--- src/hdl/m3inv_pkg.sv ---
// Types and constants of the 3x3 matrix inverse unit.
// Depends on nothing; used by the front, queue, back and top modules of the unit.
package m3inv_pkg;
  localparam int ElemW = 32;
  localparam int CofW  = 64;
  localparam int DetW  = 97;
  localparam int DivW  = 96;  // magnitude of the determinant
  localparam int NumW  = 96;  // cofactor magnitude times 2^32
  localparam int QW    = 42;  // capped quotient width, one spare bit for the shift
  localparam int Steps = 96;  // dividend bits fed to the divider
  localparam logic [QW-1:0] QCap = QW'(1) << 40;

  typedef logic signed [ElemW-1:0] elem_t;
  typedef elem_t mat_t [9];

  // Classified job handed from the front part to the back part.
  typedef struct packed {
    logic [8:0][ElemW-1:0] elems;  // input, for the singular echo
    logic [8:0][CofW-1:0]  cmag;   // cofactor magnitudes
    logic [8:0]            cneg;   // cofactor signs
    logic [DivW-1:0]       dmag;   // determinant magnitude
    logic                  dneg;
    logic                  singular;
  } job_t;
endpackage

--- src/hdl/m3inv_queue.sv ---
// Short queue between the front and back parts.
// Depends on m3inv_pkg.
module m3inv_queue #(
  parameter int Depth = 2
) (
  input  logic            clk,
  input  logic            rst,
  input  logic            wr_valid,
  output logic            wr_ready,
  input  m3inv_pkg::job_t wr_job,
  output logic            rd_valid,
  input  logic            rd_ready,
  output m3inv_pkg::job_t rd_job
);
  localparam int AW = (Depth > 1) ? $clog2(Depth) : 1;
  m3inv_pkg::job_t mem [Depth];
  logic [AW-1:0] wp, rp;
  logic [AW:0]   cnt;
  logic wr, rd;
  assign wr_ready = cnt != (AW+1)'(Depth);
  assign rd_valid = cnt != '0;
  assign wr = wr_valid && wr_ready;
  assign rd = rd_valid && rd_ready;
  assign rd_job = mem[rp];

  always_ff @(posedge clk) begin
    if (wr) mem[wp] <= wr_job;
  end
  always_ff @(posedge clk) begin
    if (rst) begin
      wp <= '0; rp <= '0; cnt <= '0;
    end else begin
      if (wr) wp <= (wp == AW'(Depth-1)) ? '0 : wp + 1'b1;
      if (rd) rp <= (rp == AW'(Depth-1)) ? '0 : rp + 1'b1;
      cnt <= cnt + (AW+1)'(wr) - (AW+1)'(rd);
    end
  end
endmodule

--- config.mk ---
export PLATFORM = sky130hd
export DESIGN_NAME = m3inv_queue
export DESIGN_NICKNAME = d
export VERILOG_FILES = /design/src/hdl/m3inv_pkg.sv /design/src/hdl/m3inv_queue.sv
export SDC_FILE = /design/constraint.sdc
export NUM_CORES = 1
export LEC_CHECK = 0
export ABC_AREA = 1
export BUFFER_PORTS_ARGS = -buffer_cell sky130_fd_sc_hd__buf_2
export CORE_AREA = 2 2 770 772
export CTS_BUF_LIST = sky130_fd_sc_hd__clkbuf_4 sky130_fd_sc_hd__clkbuf_8
export DETAILED_ROUTE_END_ITERATION = 6
export DIE_AREA = 0 0 772 774
export PLACE_DENSITY = 0.3
export SLEW_MARGIN = 30
export SYNTH_ARGS = -nofsm -noshare
export SYNTH_HDL_FRONTEND = slang
export SYNTH_SLANG_ARGS = --single-unit
--- constraint.sdc ---
create_clock -name clk -period 71.9 [get_ports clk]
set_input_delay 10.785 -clock clk [delete_from_list [all_inputs] [get_ports clk]]
set_output_delay 10.785 -clock clk [all_outputs]
set_load 0.01 [all_outputs]
==> results of run 1 <==
-- cells by family (layout without fill, tap and decap cells) --
group | count (synthesis) | in the layout | share of synthesized area [%]
AO/OA/AOI/OAI | 2 | 2 | 0.0141
XOR/XNOR | 1 | 1 | 0.0123
adder cells (fa/ha/maj) | 1 | 1 | 0.0176
buffers and inverters | 116 | 2682 | 1.24
flip-flops | 1947 | 1947 | 82.2
multiplexers | 971 | 971 | 16.4
other | 0 | 108 | 0
AND/OR/NAND/NOR | 19 | 19 | 0.104
-- registers in the layout, indices dropped and copies added (netlist names), named ones only --
| name | count |
|---|---|
| mem | 1942 |
| rp | 1 |
| wp | 1 |
| cnt | 2 |
-- stage by stage --
stage	std cells	area [µm²]	total power [mW]	util (%)	setup WS, ns
3_5_place_dp	12758	90200	2.47	15.3	55.00
3_3_place_gp	12757	90200	2.46	15.3	55.05
6_report	13541	98000	3.52	16.7	54.27
4_1_cts	13430	97600	3.61	16.6	53.59
2_1_floorplan	3057	71100	2.25	-	18.50
5_1_grt	13472	97800	3.68	16.6	53.70
-- critical path, stage by stage (launching register included) --
cell	delay, ns
dfxtp_4	0.83
buf_4	0.59
buf_4	0.47
buf_4	0.65
buf_4	0.81
buf_4	0.80
buf_6	0.62
mux2_2	0.42
buf_2	0.16
-- area by class of cell --
cell class                 count  area [µm²]
timing repair buffer        2002       10300
fill                       64513      491000
antenna                      108         270
clock buffer                 510        6180
clock inverter               162        1220
inverter                       8        30.0
sequential                  1947       58400
tap                         7810        9770
multi-input combinational    994       11800
-- layout by cell type, fill, tap and decap left out, types with 5 or more instances in the layout --
cell type	instances
buf_12	7
nand2_1	8
mux2_4	190
inv_1	8
diode_2	108
clkbuf_4	134
mux2_2	781
clkinv_1	96
nor2_1	7
inv_12	7
clkinv_2	27
buf_4	41
inv_16	6
clkinv_8	7
bufinv_16	7
clkbuf_8	376
buf_2	1947
edfxtp_1	1942
clkinvlp_4	5
-- worst max-delay path by stage --
stage              from           to  slack (ns)
6_report       register  rd_job[498]       54.27
5_1_grt        register  rd_job[498]       53.70
4_1_cts        register  rd_job[498]       53.59
3_5_place_dp   register  rd_job[498]       55.00
3_3_place_gp   register  rd_job[498]       55.05
2_1_floorplan  wr_valid    mem[1][0]       18.50
-- power by group --
part           internal (mW)  switching, mW  leakage (nW)
clock                  0.589          0.523          3.89
combinational          0.330          0.584          12.3
sequential              1.44         0.0540          18.2
total                   2.36           1.16          34.4
-- layer usage --
metal	up-vias	GRT usage [%]	wire (µm)	part of all wire [%]
met5	-	0	1820	0.47
met4	276	3.65	13600	3.5
met3	992	6.50	48400	13
met2	2413	20.9	183000	47
met1	20933	13.1	139000	36
li1	17071	-	-	-
==> run metrics, run 1 <==
outcome finished with violations; failing checks DRC; commonest cells in the synthesized netlist edfxtp_1, mux2_2, mux2_4; Avg WL per Cell approximately 29 µm; Initial Utilization between 10% and 20%; Final ANT Viol Nets 0; Die H 774 µm; initial antenna violation count 405; Num CTS Buffers about 380; drt drc 3; most common cell in the netlist edfxtp_1; kind of critical path register to output port; RSZ-0062 raised after global routing no; grt ovf 0; Crit Path Max Fanout 79; drt initial violations 2,967; vias per cell between 3 and 4; Synth Net Count 4,033; final wirelength roughly 390,000 µm; Ys Warns 0; DRT Pass-1 Iters 7; Worst setup SP type register; Layout Skew 0.108 ns; CTS Sinks 1,947; crit path DAT 6.85 ns; final worst-path cycle share about a quarter; first-pass GRT wire length about 480,000 µm; synth unique cells 15; Die Wd 772 µm; WHS 0.528 ns; Post-Syn Area between 70,000 and 80,000 µm²; ranking of synthesized cells by area edfxtp_1, mux2_2, mux2_4, buf_4, buf_6; worst-margin pin slew approximately 0.95 ns; share of the synthesized area in the top cell type 82.1%; CTS root buffer clkbuf_8; TritonCTS clock tree yes; row count 282; share of cells above drive strength 1 63.2%; # H-tree levels 5; Setup violations, final 0; Seq/Total Area, Yosys 82.2%; vias post-DR 41.7k; HPWL after DPL 316,000 µm; Avg Inst Size Synth 23.2 µm²; Synth area leader edfxtp_1; Max Freq 56.7 MHz; core box area just under 600,000 µm²; Reg2Reg Capture Point mem[0][43]; hold depth 2; IO Port Bufs a little under 2k; global-route usage over all layers 12.3%; Layout Nets between 6k and 7k; post-synthesis cell count 3,057; Hold Startpoint rp; IO Pins 1,948; area delta synth->final 37.9%; Hold-fix buffers, CTS 0; Worst-Skew Late Latency 1.11 ns; PwrDens 35.9 nW/µm²; relative slew slack 36.9%; Worst-path clk slew 0.06 ns; Post-CTS Repair Setup Buffers 0; Final min period approximately 18 ns; Max VDD drop ~23 µV; WP data required slightly above 60 ns; largest net degree at the start of global routing 132; vias in the first global route 43.5k; Placer Congestion around 1.0; ys flop type edfxtp_1; total negative slack 0 ns; crit end category output port; leakage power 34.4 nW; Crit Reg-Reg Startpoint cnt[0]; die area ~600,000 µm²; register-to-register setup slack 65.62 ns; Hold/Removal Path Class register to register; number of max-cap violations 0; Post-synth EDFFs 1,942; FF+latch count, synth 1,947; async set-reset flop share out of synthesis 0%; Max Slew Vio Count 0; Resized Gates After CTS 0; R2R depth 11; final hold vios 0; Bufs on Longest Clock Path 4
Power figures use the tool's default switching activity.
==> inputs of run 2 (changes only) <==
--- a/config.mk
+++ b/config.mk
@@ -7,10 +7,10 @@
 export LEC_CHECK = 0
 export ABC_AREA = 1
 export BUFFER_PORTS_ARGS = -buffer_cell sky130_fd_sc_hd__buf_2
-export CORE_AREA = 2 2 770 772
+export CORE_AREA = 2 2 755 757
 export CTS_BUF_LIST = sky130_fd_sc_hd__clkbuf_4 sky130_fd_sc_hd__clkbuf_8
 export DETAILED_ROUTE_END_ITERATION = 6
-export DIE_AREA = 0 0 772 774
+export DIE_AREA = 0 0 757 759
 export PLACE_DENSITY = 0.3
 export SLEW_MARGIN = 30
 export SYNTH_ARGS = -nofsm -noshare
==> constraint.sdc (replaced) <==
create_clock -name clk -period 15.59 [get_ports clk]
set_input_delay 2.3385 -clock clk [delete_from_list [all_inputs] [get_ports clk]]
set_output_delay 2.3385 -clock clk [all_outputs]
set_load 0.01 [all_outputs]
==> run metrics, run 2 (same netlist as run 1, synthesis figures left out) <==
area delta synth->final 37.7%; Setup violations, final 0 (unchanged); PwrDens 166 nW/µm² (+360%); cells along the critical path buf_6, buf_4, buf_4, mux2_2, buf_2; IO Pins 1,948 (unchanged); Largest regs mem: 1942 flops, cnt: 2 flops; Reg2Reg Capture Point mem[1][560]; TritonCTS clock tree yes; Resized Gates After CTS 0 (unchanged); Placer Congestion 0.886 (-12%); Hold Startpoint rp; R2R depth 8 (-3); crit path max-delay cell type buf_4; Max VDD drop 67.0 µV (+190%); drt drc 0 (-3); CTS Sinks 1,947 (unchanged); outcome completed; largest net degree at the start of global routing 136 (+3.0%); Final ANT Viol Nets 0 (unchanged); die area 575,000 µm² (-3.8%); IO Port Bufs 1,947 (unchanged); Hold/Removal Path Class register to register; number of max-cap violations 0 (unchanged); vias post-DR 41.7k (+0.034%); WP data required 13.25 ns (-47.86 ns); vias in the first global route 42.7k (-1.7%); Bufs on Longest Clock Path 4 (unchanged); drt initial violations 2,650 (-11%); Worst path depth 5 (-3); kind of critical path register to output port; Die H 759 µm (-1.9%); # H-tree levels 5 (unchanged); worst-margin pin slew 0.942 ns (-0.00389 ns); Worst path most repeated cell buf_4; Layout Nets 6,307 (+0.032%); global-route usage over all layers 12.6% (+0.33 points); HPWL after DPL 304,000 µm (-3.7%); final hold vios 0 (unchanged); core box area 567,000 µm² (-3.7%); crit end category output port; vias per cell 3.13 (+1.8%); register-to-register setup slack 11.46 ns (-54.16 ns); Worst-Skew Late Latency 1.12 ns (about the same); leakage power 34.4 nW (about the same); Max Slew Vio Count 0 (unchanged); first-pass GRT wire length 472,000 µm (-1.2%); initial antenna violation count 446 (+10%); Num CTS Buffers 383 (+1.9%); Initial Utilization 12.5% (+0.46 points); worst path bufs/invs 4 (-3); Post-CTS Repair Setup Buffers 0 (unchanged); Top reg by flops mem; RSZ-0062 raised after global routing no; total negative slack 0 ns (unchanged); max reg flops 1,942 (unchanged); relative slew slack 37.2% (+0.26 points); CTS root buffer clkbuf_8; fin area 97,900 µm² (-0.13%); Crit Path Max Fanout 65 (-18%); share of cells above drive strength 1 63.3% (+0.15 points); final wirelength 379,000 µm (-1.8%); Die Wd 757 µm (-1.9%); slowest cell delay on critical path 0.74 ns (-0.09 ns); highest-count cells in the layout ignoring fill and taps buf_2, edfxtp_1, mux2_2; Final min period 7.03 ns; Layout Skew 0.0859 ns (-0.0226 ns); Avg WL per Cell 28.5 µm (about the same); Hold-fix buffers, CTS 0 (unchanged); DRT Pass-1 Iters 5 (-2); Max Freq 142 MHz; row count 277 (-1.8%); Worst setup SP type register; grt ovf 0 (unchanged); final worst-path cycle share between 40% and 50%; crit path capture rd_job[471]; Area after DPL 89,900 µm² (-0.34%); Worst-path clk slew 0.05 ns (about the same); Crit Reg-Reg Startpoint cnt[0]; crit-path leading delay family buffers and inverters; crit path DAT 4.69 ns (-2.16 ns); commonest non-fill, non-tap cell in the layout buf_2
-- run 2: cell count changes in the layout (fill, tap and decap cells not counted), sizes merged --
cell	previous run	this run
buf	2002	1997
bufinv	7	11
clkinv	135	137
inv	23	20
diode	108	153
clkbuf	510	503
clkinvlp	5	10
-- run 2: worst reg2reg max path, stage by stage, from the launching register on --
cell	delay [ns]
dfxtp_1	0.36
inv_1	0.05
nand2_1	0.22
nand2_8	0.11
nor2_4	0.62
buf_12	0.40
buf_16	0.38
buf_4	0.85
buf_12	0.54
-- run 2: final cells by class --
| cell class | count | area [µm²] |
|---|---|---|
| fill | 61856 | 469000 |
| sequential | 1947 | 58400 |
| antenna | 153 | 383 |
| clock buffer | 503 | 6200 |
| tap | 7533 | 9430 |
| timing repair buffer | 1997 | 10400 |
| multi-input combinational | 994 | 11800 |
| clock inverter | 170 | 1260 |
| inverter | 8 | 30.0 |
-- run 2: through the flow --
step           setup slack, ns  cells  total power, mW  hold WS, ns  util, %
2_1_floorplan            -1.65   3057             9.40        0.467        -
3_3_place_gp              9.16  12474             11.3        0.478     15.8
3_5_place_dp              9.35  12476             11.3        0.504     15.9
4_1_cts                   7.98  13149             16.7        0.517     17.2
5_1_grt                   8.08  13186             17.0        0.539     17.2
6_report                  8.56  13305             16.3        0.509     17.3
-- run 2: how the worst min path moves through the flow --
stage               slack, ns  cells after the start       end
finish                   0.51                      2  register
global route             0.54                      2  register
CTS                      0.52                      2  register
detailed placement       0.50                      2  register
global placement         0.48                      2        rp
floorplan                0.47                      2  register
-- run 2: layer usage --
layer  track usage (%)  part of all wire [%]
met1              13.1                    35
met2              20.3                    45
met3              9.06                    16
met4              3.25                   3.1
met5                 0                  0.62
-- run 2: power by group --
group / internal [mW] / switching (mW)
Sequential: 6.65 / 0.197
Clock: 2.78 / 2.43
Combinational: 1.53 / 2.67
Total: 11.0 / 5.30
